$ cat config.mk
export PLATFORM = sky130hd
export DESIGN_NAME = linear_probe_hash_table
export DESIGN_NICKNAME = d
export VERILOG_FILES = /design/src/rtl/core/lpht_pkg.sv /design/src/rtl/core/lpht_fifo.sv /design/src/rtl/core/lpht_front.sv /design/src/rtl/core/lpht_back.sv /design/src/rtl/core/linear_probe_hash_table.sv
export SDC_FILE = /design/constraint.sdc
export NUM_CORES = 2
export LEC_CHECK = 0
export CAP_MARGIN = 20
export CORE_MARGIN = 8
export CORE_UTILIZATION = 57
export DETAILED_ROUTE_END_ITERATION = 12
export DONT_BUFFER_PORTS = 1
export PLACE_DENSITY = 0.81
export SLEW_MARGIN = 40
export SYNTH_ARGS = -nofsm -noshare
export SYNTH_HDL_FRONTEND = slang
export SYNTH_HIERARCHICAL = 1
export SYNTH_SLANG_ARGS = --single-unit
$ cat constraint.sdc
create_clock -name clk_i -period 8.62 [get_ports clk_i]
set_input_delay 0.862 -clock clk_i [delete_from_list [all_inputs] [get_ports clk_i]]
set_output_delay 0.862 -clock clk_i [all_outputs]
set_load 0.005 [all_outputs]
$ cat src/rtl/core/lpht_pkg.sv
// Shared types and constants for the linear probing hash table.
package lpht_pkg;

  // Fixed field widths of one item and one result.
  localparam int unsigned KEY_W      = 31;
  localparam int unsigned PAY_W      = 64;
  localparam int unsigned STATUS_W   = 2;
  localparam int unsigned SLOT_OUT_W = 4;

  // Home slot unit: reciprocal multiply, multiply-subtract and one correction.
  localparam int unsigned DIV_STEPS = 3;
  localparam int unsigned DIV_CNT_W = $clog2(DIV_STEPS);
  localparam int unsigned RECIP_W   = 32;

  // Queue between the front and the back.
  localparam int unsigned QUEUE_DEPTH = 2;
  localparam int unsigned QUEUE_PTR_W = $clog2(QUEUE_DEPTH);
  localparam int unsigned QUEUE_CNT_W = $clog2(QUEUE_DEPTH + 1);

  typedef enum logic {
    KIND_INSERT = 1'b0,
    KIND_LOOKUP = 1'b1
  } kind_e;

  typedef enum logic [STATUS_W-1:0] {
    ST_INSERTED  = 2'd0,
    ST_FULL      = 2'd1,
    ST_FOUND     = 2'd2,
    ST_NOT_FOUND = 2'd3
  } status_e;

  typedef enum logic [1:0] {
    FR_IDLE,
    FR_DIV,
    FR_PUSH
  } fr_state_e;

  typedef enum logic [1:0] {
    BK_CLEAR,
    BK_IDLE,
    BK_PROBE
  } bk_state_e;

  // One request as it travels from the front to the back.
  typedef struct packed {
    kind_e             kind;
    logic [KEY_W-1:0]  key;
    logic [PAY_W-1:0]  payload;
  } lpht_item_t;

endpackage

$ cat src/rtl/core/lpht_fifo.sv
// Short queue that decouples the front from the back.
module lpht_fifo
  import lpht_pkg::*;
#(
  parameter int unsigned WIDTH = 8
) (
  input  logic             clk_i,
  input  logic             rst_ni,
  input  logic             push_i,
  input  logic [WIDTH-1:0] push_data_i,
  output logic             full_o,
  input  logic             pop_i,
  output logic             not_empty_o,
  output logic [WIDTH-1:0] pop_data_o
);

  localparam logic [QUEUE_PTR_W-1:0] PTR_LAST = QUEUE_PTR_W'(QUEUE_DEPTH - 1);
  localparam logic [QUEUE_CNT_W-1:0] CNT_FULL = QUEUE_CNT_W'(QUEUE_DEPTH);

  logic [WIDTH-1:0]       entries_q [QUEUE_DEPTH];
  logic [QUEUE_PTR_W-1:0] wr_ptr_q, wr_ptr_d;
  logic [QUEUE_PTR_W-1:0] rd_ptr_q, rd_ptr_d;
  logic [QUEUE_CNT_W-1:0] count_q, count_d;
  logic                   do_push, do_pop;

  assign full_o      = (count_q == CNT_FULL);
  assign not_empty_o = (count_q != '0);
  assign pop_data_o  = entries_q[rd_ptr_q];
  assign do_push     = push_i && !full_o;
  assign do_pop      = pop_i && not_empty_o;

  // Pointer and fill count updates.
  always_comb begin
    wr_ptr_d = wr_ptr_q;
    rd_ptr_d = rd_ptr_q;
    count_d  = count_q;
    if (do_push) begin
      wr_ptr_d = (wr_ptr_q == PTR_LAST) ? '0 : wr_ptr_q + 1'b1;
    end
    if (do_pop) begin
      rd_ptr_d = (rd_ptr_q == PTR_LAST) ? '0 : rd_ptr_q + 1'b1;
    end
    if (do_push && !do_pop) begin
      count_d = count_q + 1'b1;
    end else if (do_pop && !do_push) begin
      count_d = count_q - 1'b1;
    end
  end

  always_ff @(posedge clk_i or negedge rst_ni) begin
    if (!rst_ni) begin
      wr_ptr_q <= '0;
      rd_ptr_q <= '0;
      count_q  <= '0;
    end else begin
      wr_ptr_q <= wr_ptr_d;
      rd_ptr_q <= rd_ptr_d;
      count_q  <= count_d;
    end
  end

  // Entry storage needs no reset.
  always_ff @(posedge clk_i) begin
    if (do_push) begin
      entries_q[wr_ptr_q] <= push_data_i;
    end
  end

endmodule

$ cat src/rtl/core/lpht_front.sv
// Front end: accepts requests and works out the home slot of each key.
module lpht_front
  import lpht_pkg::*;
#(
  parameter int unsigned TABLE_SLOTS = 16,
  parameter int unsigned SLOT_W      = 4
) (
  input  logic              clk_i,
  input  logic              rst_ni,
  input  logic              in_valid_i,
  output logic              in_stall_o,
  input  logic              kind_i,
  input  logic [KEY_W-1:0]  key_i,
  input  logic [PAY_W-1:0]  payload_i,
  input  logic              clear_busy_i,
  output logic              push_o,
  output lpht_item_t        push_item_o,
  output logic [SLOT_W-1:0] push_home_o,
  input  logic              queue_full_i
);

  // The reciprocal is floor(2^RECIP_SHIFT / TABLE_SLOTS); with this shift it fits in
  // RECIP_W bits and the estimated quotient is at most one below the true one.
  localparam int unsigned FLOOR_LOG   = $clog2(TABLE_SLOTS + 1) - 1;
  localparam int unsigned RECIP_SHIFT = KEY_W + FLOOR_LOG;
  localparam int unsigned PROD_W      = KEY_W + RECIP_W;
  localparam logic [63:0] RECIP_FULL  = (64'd1 << RECIP_SHIFT) / 64'(TABLE_SLOTS);
  localparam logic [RECIP_W-1:0]   RECIP     = RECIP_FULL[RECIP_W-1:0];
  localparam logic [SLOT_W:0]      SLOTS_EXT = (SLOT_W + 1)'(TABLE_SLOTS);
  localparam logic [DIV_CNT_W-1:0] CNT_LAST  = DIV_CNT_W'(DIV_STEPS - 1);

  fr_state_e              state_q, state_d;
  lpht_item_t             item_q;
  logic [PROD_W-1:0]      prod_q;
  logic [SLOT_W:0]        q_low;
  logic [2*SLOT_W+1:0]    qn_full;
  logic [SLOT_W:0]        est_q, est_d;
  logic [SLOT_W-1:0]      rem_q, rem_d;
  logic [DIV_CNT_W-1:0]   cnt_q;
  logic                   accept;

  assign push_item_o = item_q;
  assign push_home_o = rem_q;

  // The remainder estimate lies below twice the table size, so only its low bits are kept.
  always_comb begin
    q_low   = prod_q[RECIP_SHIFT +: SLOT_W+1];
    qn_full = {{(SLOT_W+1){1'b0}}, q_low} * {{(SLOT_W+1){1'b0}}, SLOTS_EXT};
    est_d   = item_q.key[SLOT_W:0] - qn_full[SLOT_W:0];
    rem_d   = (est_q >= SLOTS_EXT) ? SLOT_W'(est_q - SLOTS_EXT) : est_q[SLOT_W-1:0];
  end

  // Next state.
  always_comb begin
    state_d = state_q;
    unique case (state_q)
      FR_IDLE: begin
        if (accept) begin
          state_d = FR_DIV;
        end
      end
      FR_DIV: begin
        if (cnt_q == CNT_LAST) begin
          state_d = FR_PUSH;
        end
      end
      FR_PUSH: begin
        if (!queue_full_i) begin
          state_d = FR_IDLE;
        end
      end
      default: state_d = FR_IDLE;
    endcase
  end

  // Outputs.
  always_comb begin
    in_stall_o = 1'b1;
    push_o     = 1'b0;
    unique case (state_q)
      FR_IDLE: in_stall_o = clear_busy_i;
      FR_DIV:  in_stall_o = 1'b1;
      FR_PUSH: push_o     = 1'b1;
      default: in_stall_o = 1'b1;
    endcase
  end

  assign accept = in_valid_i && !in_stall_o;

  always_ff @(posedge clk_i or negedge rst_ni) begin
    if (!rst_ni) begin
      state_q <= FR_IDLE;
      cnt_q   <= '0;
    end else begin
      state_q <= state_d;
      if (accept) begin
        cnt_q <= '0;
      end else if (state_q == FR_DIV) begin
        cnt_q <= cnt_q + 1'b1;
      end
    end
  end

  // Request capture and the three remainder stages.
  always_ff @(posedge clk_i) begin
    if (accept) begin
      item_q.kind    <= kind_e'(kind_i);
      item_q.key     <= key_i;
      item_q.payload <= payload_i;
    end else if (state_q == FR_DIV) begin
      prod_q <= PROD_W'(item_q.key) * PROD_W'(RECIP);
      est_q  <= est_d;
      rem_q  <= rem_d;
    end
  end

endmodule

$ cat src/rtl/core/lpht_back.sv
// Back end: clears the table after reset, then probes the slot memories per request.
module lpht_back
  import lpht_pkg::*;
#(
  parameter int unsigned TABLE_SLOTS = 16,
  parameter int unsigned SLOT_W      = 4
) (
  input  logic                  clk_i,
  input  logic                  rst_ni,
  output logic                  clear_busy_o,
  input  logic                  q_valid_i,
  input  lpht_item_t            q_item_i,
  input  logic [SLOT_W-1:0]     q_home_i,
  output logic                  q_pop_o,
  output logic                  out_valid_o,
  input  logic                  out_stall_i,
  output logic [STATUS_W-1:0]   status_o,
  output logic [SLOT_OUT_W-1:0] slot_o,
  output logic [PAY_W-1:0]      found_payload_o
);

  localparam logic [SLOT_W-1:0] LAST = SLOT_W'(TABLE_SLOTS - 1);

  // Slot memories.
  logic             valid_mem [TABLE_SLOTS];
  logic [KEY_W-1:0] key_mem   [TABLE_SLOTS];
  logic [PAY_W-1:0] pay_mem   [TABLE_SLOTS];

  bk_state_e         state_q, state_d;
  lpht_item_t        work_q;
  logic [SLOT_W-1:0] cur_q, step_q, clr_idx_q;
  logic [SLOT_W-1:0] next_idx, rd_addr, vm_addr;
  logic              vm_we, vm_data, kp_we;
  logic              rd_valid_q;
  logic [KEY_W-1:0]  rd_key_q;
  logic [PAY_W-1:0]  rd_pay_q;
  logic              advance, load_out, out_free;

  // Probe decision on the slot read last cycle.
  logic              done, wr_entry;
  status_e           res_status;
  logic [SLOT_W-1:0] res_idx;
  logic [PAY_W-1:0]  res_pay;
  logic [SLOT_W+SLOT_OUT_W-1:0] res_idx_ext;

  logic              out_valid_q, out_valid_d;
  status_e           out_status_q;
  logic [SLOT_OUT_W-1:0] out_slot_q;
  logic [PAY_W-1:0]  out_pay_q;

  assign next_idx = (cur_q == LAST) ? '0 : cur_q + 1'b1;
  assign out_free = !out_valid_q || !out_stall_i;

  always_comb begin
    done       = 1'b0;
    wr_entry   = 1'b0;
    res_status = ST_NOT_FOUND;
    res_idx    = '0;
    res_pay    = '0;
    if (work_q.kind == KIND_INSERT) begin
      if (!rd_valid_q) begin
        done       = 1'b1;
        wr_entry   = 1'b1;
        res_status = ST_INSERTED;
        res_idx    = cur_q;
      end else if (step_q == LAST) begin
        done       = 1'b1;
        res_status = ST_FULL;
      end
    end else begin
      if (!rd_valid_q) begin
        done = 1'b1;
      end else if (rd_key_q == work_q.key) begin
        done       = 1'b1;
        res_status = ST_FOUND;
        res_idx    = cur_q;
        res_pay    = rd_pay_q;
      end else if (step_q == LAST) begin
        done = 1'b1;
      end
    end
  end

  // The result carries the low bits of the slot index.
  assign res_idx_ext = {{SLOT_OUT_W{1'b0}}, res_idx};

  // Next state.
  always_comb begin
    state_d = state_q;
    unique case (state_q)
      BK_CLEAR: begin
        if (clr_idx_q == LAST) begin
          state_d = BK_IDLE;
        end
      end
      BK_IDLE: begin
        if (q_valid_i) begin
          state_d = BK_PROBE;
        end
      end
      BK_PROBE: begin
        if (done && out_free) begin
          state_d = BK_IDLE;
        end
      end
      default: state_d = BK_CLEAR;
    endcase
  end

  // Outputs: memory ports, queue pop and result load.
  always_comb begin
    clear_busy_o = 1'b0;
    q_pop_o      = 1'b0;
    rd_addr      = cur_q;
    vm_we        = 1'b0;
    vm_addr      = cur_q;
    vm_data      = 1'b1;
    kp_we        = 1'b0;
    load_out     = 1'b0;
    advance      = 1'b0;
    unique case (state_q)
      BK_CLEAR: begin
        clear_busy_o = 1'b1;
        vm_we        = 1'b1;
        vm_addr      = clr_idx_q;
        vm_data      = 1'b0;
      end
      BK_IDLE: begin
        rd_addr = q_home_i;
        q_pop_o = q_valid_i;
      end
      BK_PROBE: begin
        if (done) begin
          // Hold the current slot until the output register is free.
          if (out_free) begin
            load_out = 1'b1;
            vm_we    = wr_entry;
            kp_we    = wr_entry;
          end
        end else begin
          advance = 1'b1;
          rd_addr = next_idx;
        end
      end
      default: clear_busy_o = 1'b1;
    endcase
  end

  // Output register next value.
  always_comb begin
    out_valid_d = out_valid_q;
    if (load_out) begin
      out_valid_d = 1'b1;
    end else if (!out_stall_i) begin
      out_valid_d = 1'b0;
    end
  end

  always_ff @(posedge clk_i or negedge rst_ni) begin
    if (!rst_ni) begin
      state_q     <= BK_CLEAR;
      clr_idx_q   <= '0;
      cur_q       <= '0;
      step_q      <= '0;
      out_valid_q <= 1'b0;
    end else begin
      state_q     <= state_d;
      out_valid_q <= out_valid_d;
      if (state_q == BK_CLEAR) begin
        clr_idx_q <= clr_idx_q + 1'b1;
      end
      if (q_pop_o) begin
        cur_q  <= q_home_i;
        step_q <= '0;
      end else if (advance) begin
        cur_q  <= next_idx;
        step_q <= step_q + 1'b1;
      end
    end
  end

  // Request and result payload registers.
  always_ff @(posedge clk_i) begin
    if (q_pop_o) begin
      work_q <= q_item_i;
    end
    if (load_out) begin
      out_status_q <= res_status;
      out_slot_q   <= res_idx_ext[SLOT_OUT_W-1:0];
      out_pay_q    <= res_pay;
    end
  end

  // Valid bit memory with registered read.
  always_ff @(posedge clk_i) begin
    if (vm_we) begin
      valid_mem[vm_addr] <= vm_data;
    end
    rd_valid_q <= valid_mem[rd_addr];
  end

  // Key memory with registered read.
  always_ff @(posedge clk_i) begin
    if (kp_we) begin
      key_mem[cur_q] <= work_q.key;
    end
    rd_key_q <= key_mem[rd_addr];
  end

  // Payload memory with registered read.
  always_ff @(posedge clk_i) begin
    if (kp_we) begin
      pay_mem[cur_q] <= work_q.payload;
    end
    rd_pay_q <= pay_mem[rd_addr];
  end

  assign out_valid_o     = out_valid_q;
  assign status_o        = out_status_q;
  assign slot_o          = out_slot_q;
  assign found_payload_o = out_pay_q;

endmodule

$ cat src/rtl/core/linear_probe_hash_table.sv
// Top level of the linear probing hash table: front, queue and back.
//
//   Channel  Handshake                 Payload
//   in       in_valid_i / in_stall_o   kind_i, key_i, payload_i
//   out      out_valid_o / out_stall_i status_o, slot_o, found_payload_o
//
// The front takes a new request only after it has pushed the last one to the
// queue; the home slot comes from a reciprocal multiply, a multiply-subtract
// and one correction step. The back probes 1 to TABLE_SLOTS slots per request;
// it reads one slot per cycle from its memories, holding the last slot while
// the output register is stalled. After reset the back clears the valid bits
// of all TABLE_SLOTS slots, and no request is accepted during that pass.
// A stalled result holds in the output register while the front and queue go on.
module linear_probe_hash_table
  import lpht_pkg::*;
#(
  parameter int unsigned TABLE_SLOTS = 16
) (
  input  logic                  clk_i,
  input  logic                  rst_ni,
  input  logic                  in_valid_i,
  output logic                  in_stall_o,
  input  logic                  kind_i,
  input  logic [KEY_W-1:0]      key_i,
  input  logic [PAY_W-1:0]      payload_i,
  output logic                  out_valid_o,
  input  logic                  out_stall_i,
  output logic [STATUS_W-1:0]   status_o,
  output logic [SLOT_OUT_W-1:0] slot_o,
  output logic [PAY_W-1:0]      found_payload_o
);

  localparam int unsigned SLOT_W  = $clog2(TABLE_SLOTS);
  localparam int unsigned ENTRY_W = SLOT_W + $bits(lpht_item_t);

  logic              clear_busy;
  logic              push, queue_full;
  lpht_item_t        push_item;
  logic [SLOT_W-1:0] push_home;
  logic              pop, q_valid;
  logic [ENTRY_W-1:0] q_data;
  lpht_item_t        q_item;
  logic [SLOT_W-1:0] q_home;

  lpht_front #(
    .TABLE_SLOTS(TABLE_SLOTS),
    .SLOT_W     (SLOT_W)
  ) u_front (
    .clk_i       (clk_i),
    .rst_ni      (rst_ni),
    .in_valid_i  (in_valid_i),
    .in_stall_o  (in_stall_o),
    .kind_i      (kind_i),
    .key_i       (key_i),
    .payload_i   (payload_i),
    .clear_busy_i(clear_busy),
    .push_o      (push),
    .push_item_o (push_item),
    .push_home_o (push_home),
    .queue_full_i(queue_full)
  );

  lpht_fifo #(
    .WIDTH(ENTRY_W)
  ) u_fifo (
    .clk_i      (clk_i),
    .rst_ni     (rst_ni),
    .push_i     (push),
    .push_data_i({push_home, push_item}),
    .full_o     (queue_full),
    .pop_i      (pop),
    .not_empty_o(q_valid),
    .pop_data_o (q_data)
  );

  assign q_item = q_data[$bits(lpht_item_t)-1:0];
  assign q_home = q_data[ENTRY_W-1:$bits(lpht_item_t)];

  lpht_back #(
    .TABLE_SLOTS(TABLE_SLOTS),
    .SLOT_W     (SLOT_W)
  ) u_back (
    .clk_i          (clk_i),
    .rst_ni         (rst_ni),
    .clear_busy_o   (clear_busy),
    .q_valid_i      (q_valid),
    .q_item_i       (q_item),
    .q_home_i       (q_home),
    .q_pop_o        (pop),
    .out_valid_o    (out_valid_o),
    .out_stall_i    (out_stall_i),
    .status_o       (status_o),
    .slot_o         (slot_o),
    .found_payload_o(found_payload_o)
  );

endmodule

==> out/metrics.cfg <==
[run_status]
status = complete, no violations

[clocking]
path_clk_slew_ns = 0.06
cts-root-buf = clkbuf_16
tritoncts = done
cts_max_path_buffers = 3
numClockSinks = 2125
clkLatencyLatePin_ns = 0.83
htreeDepth = 4
cts_buffers = 192

[routing]
drtIter0Drc = 5076
drt-vias-per-instance = 6.38
routedWlPerCell_um = 29.1
drc = 0
drtAntennaViolNets = 0
wl_um = 175000
drt_first_pass_iters = 6
num_vias = 38500

[synthesis]
synth_edf_count = 2006
syn_avg_cell_area_um2 = 19.8
synth_top_family_by_area = multiplexers
synthFlopType = edfxtp_1
yosys.area_share.adder_pct = 0.207
synth_top_area_cell = edfxtp_1
synth.yosys.seq_area_share_pct = 79.7
synth_compound_area_share_pct = 4.06
syn-cell-area_um2 = 78800
ys_seq_elements = 2125
syn_nets = 4095
ys_types = 58
syn_inst = 3982
yosys.area_share.simple_pct = 2.17
synth_async_sr_flop_share_pct = 1.08
yosysWarnings = 6
yosysTopAreaCellShare_pct = 76.5
synth-xor-area-share_pct = 0.478
synth_commonest_cells = 2006 x edfxtp_1, 769 x mux2i_1, 192 x o22ai_1
muxShareOfSynthArea_pct = 11.7
synth_most_common_cell = edfxtp_1
synth.top_cells.by_area = edfxtp_1 76%, mux2i_1 9.8%, dfxtp_1 2.4%, mux2_4 1.7%, o22ai_1 1.5%

[setup_path]
r2r_cells = 13
rr_endpoint = u_back/rd_pay_q[22]
r2r_setup_slack_ns = 3.34
cp-startpoint = u_back/work_q[77]
worstSetupStartpointType = register
endpoint_kind = register
arrival_ns = 5.97
worstPathRequired_ns = 9.31
reg2reg_from = u_back/work_q[77]
path_class = reg -> reg
critical_path_peak_fanout = 67

[hold_path]
worstHoldPathCells = 0
min_from = payload_i[4]
hp-class = in -> reg
holdPathEnd = u_front/push_item_o[4]

[placement]
pre_cts_ws_ns = 3.43
io_buffers = 0
place_hpwl_um = 89000
globalplace.congestion = 0.827
place_area_um2 = 80900

[timing]
worstMarginPinSlew_ns = 0.886
max_freq_mhz = 189
skew_ns = 0.0340
setup_viol = 0
post-route-period-util_pct = 61.3
drv_slew = 0
slew_headroom_pct = 40.9
min_period_ns = 5.28
final_hold_viol_count = 0
postLayoutSetupSlackWorst_ns = 3.34
rsz0062_at_grt = no
setup_tns_ns = 0

[global_route]
grtUsageTotal_pct = 22.5
grt_pass1_wl_um = 254000
antenna_found_initial = 14
grt_remaining_overflow = 0
grt_max_degree = 121
grt_pass1_vias = 39300

[final_layout]
final_util_pct = 63.7
drive_gt1_share_pct = 12.2
fin_nets = 4177
stdcell_area_um2 = 87400
layout-area-overhead-vs-synth_pct = 11.0

[power_and_ir_drop]
power_density_nw_per_um2 = 372
total_power_mw = 32.6
ir_drop_uv = 442
p_leak_nw = 28.6

[floorplan]
start_util_pct = 57.4
fp.dieH_um = 388
dieArea_um2 = 150000
die_x_um = 388
ios = 172
rows = 136
core_area_um2 = 137000

[run]
drv_cap = 0

-- per-layer routing --
layer	track usage (%)	vias up	share of wire (%)
met2	37.3	2366	48
met3	5.04	391	11
li1	-	16200	-
met4	7.64	6	3.0
met5	0	-	0.023
met1	29.9	19500	38
-- placed cells by master (no fill, tap or decap), drive strengths merged, types with 4 or more instances in the layout --
master	netlist	final
a21oi	12	12
a31oi	5	5
and2	70	70
and3	19	19
buf	135	79
bufinv	0	14
clkbuf	57	259
clkinv	1	69
clkinvlp	0	8
dfrtp	23	23
dfxtp	96	96
edfxtp	2006	2006
ha	13	13
inv	17	28
mux2	103	103
mux2i	770	770
nand2	21	21
nand2b	4	4
nand3	8	8
nand4	15	15
nor2	41	41
nor3	6	6
nor4	7	7
o21ai	8	8
o221ai	96	96
o22a	96	96
o22ai	192	192
or3	97	97
xnor2	38	38
xor2	5	5
-- critical path: stages, from the launching register on --
cell and delay [ns]:
edfxtp_1 0.61, xnor2_1 0.62, nand4_1 0.27, nor4_4 0.44, a211o_1 0.32, a221o_4 0.47
buf_12 0.29, buf_12 0.31, buf_16 0.33, buf_16 0.39, mux2i_1 0.27, o22a_1 0.18
o221ai_1 0.10, or3_1 0.40
-- state kept, by name (all words and copies together) (netlist names), 16 cells and up --
signal	count
u_back/pay_mem	1024
u_back/key_mem	496
u_fifo/entries_q	200
u_back/work_q	96
u_front/push_item_o	96
u_back/found_payload_o	64
u_back/rd_pay_q	64
u_back/rd_key_q	31
u_back/valid_mem	16
-- cell families after synthesis --
family	after synthesis
muxes	873
DFF	2125
buffers and inverters	210
AOI/OAI and AO/OA	427
adders and majority gates	13
and+or+nand+nor	291
xor gates and xnor gates	43
-- report_power, final --
| part | leakage, nW | internal (mW) | switching [mW] |
|---|---|---|---|
| Sequential | 19.2 | 13.1 | 0.994 |
| Combinational | 6.25 | 4.16 | 5.80 |
| Clock | 3.11 | 4.82 | 3.68 |
-- per-stage QoR --
stage	std cells	hold slack, ns
2_1_floorplan	3982	0.400
3_3_place_gp	5634	0.401
3_5_place_dp	5657	0.405
4_1_cts	6019	0.0696
5_1_grt	6025	0.0988
6_report	6025	0.130
-- what timing repair did --
item                                   CTS  global route
hold buffers                             2             0
setup endpoints to repair                0             0
endpoints found under the hold margin   23             0
buffers inserted                         0             0
gates resized for setup                  0             0
-- final cells by class --
class	count	area [µm²]
flip-flops and latches	2125	62700
fillers	8502	49900
multi-input cells	1647	14900
clock buffers	259	5380
well taps	1794	2240
repair buffers	80	1170
clock inverters	101	968
inverters	18	67.6
diodes	1	2.50
-- how the worst max path moves through the flow --
| stage | end | slack [ns] | depth (start not counted) |
|---|---|---|---|
| 2_1_floorplan | u_back/key_mem[11][0] | 0.28 | 3 |
| 3_3_place_gp | u_back/rd_pay_q[37] | 3.58 | 10 |
| 3_5_place_dp | u_back/rd_pay_q[23] | 3.43 | 12 |
| 4_1_cts | u_back/rd_pay_q[22] | 3.37 | 12 |
| 5_1_grt | u_back/rd_pay_q[26] | 3.24 | 13 |
| 6_report | u_back/rd_pay_q[22] | 3.34 | 13 |
Note: power is estimated with default switching activity, not from simulation.
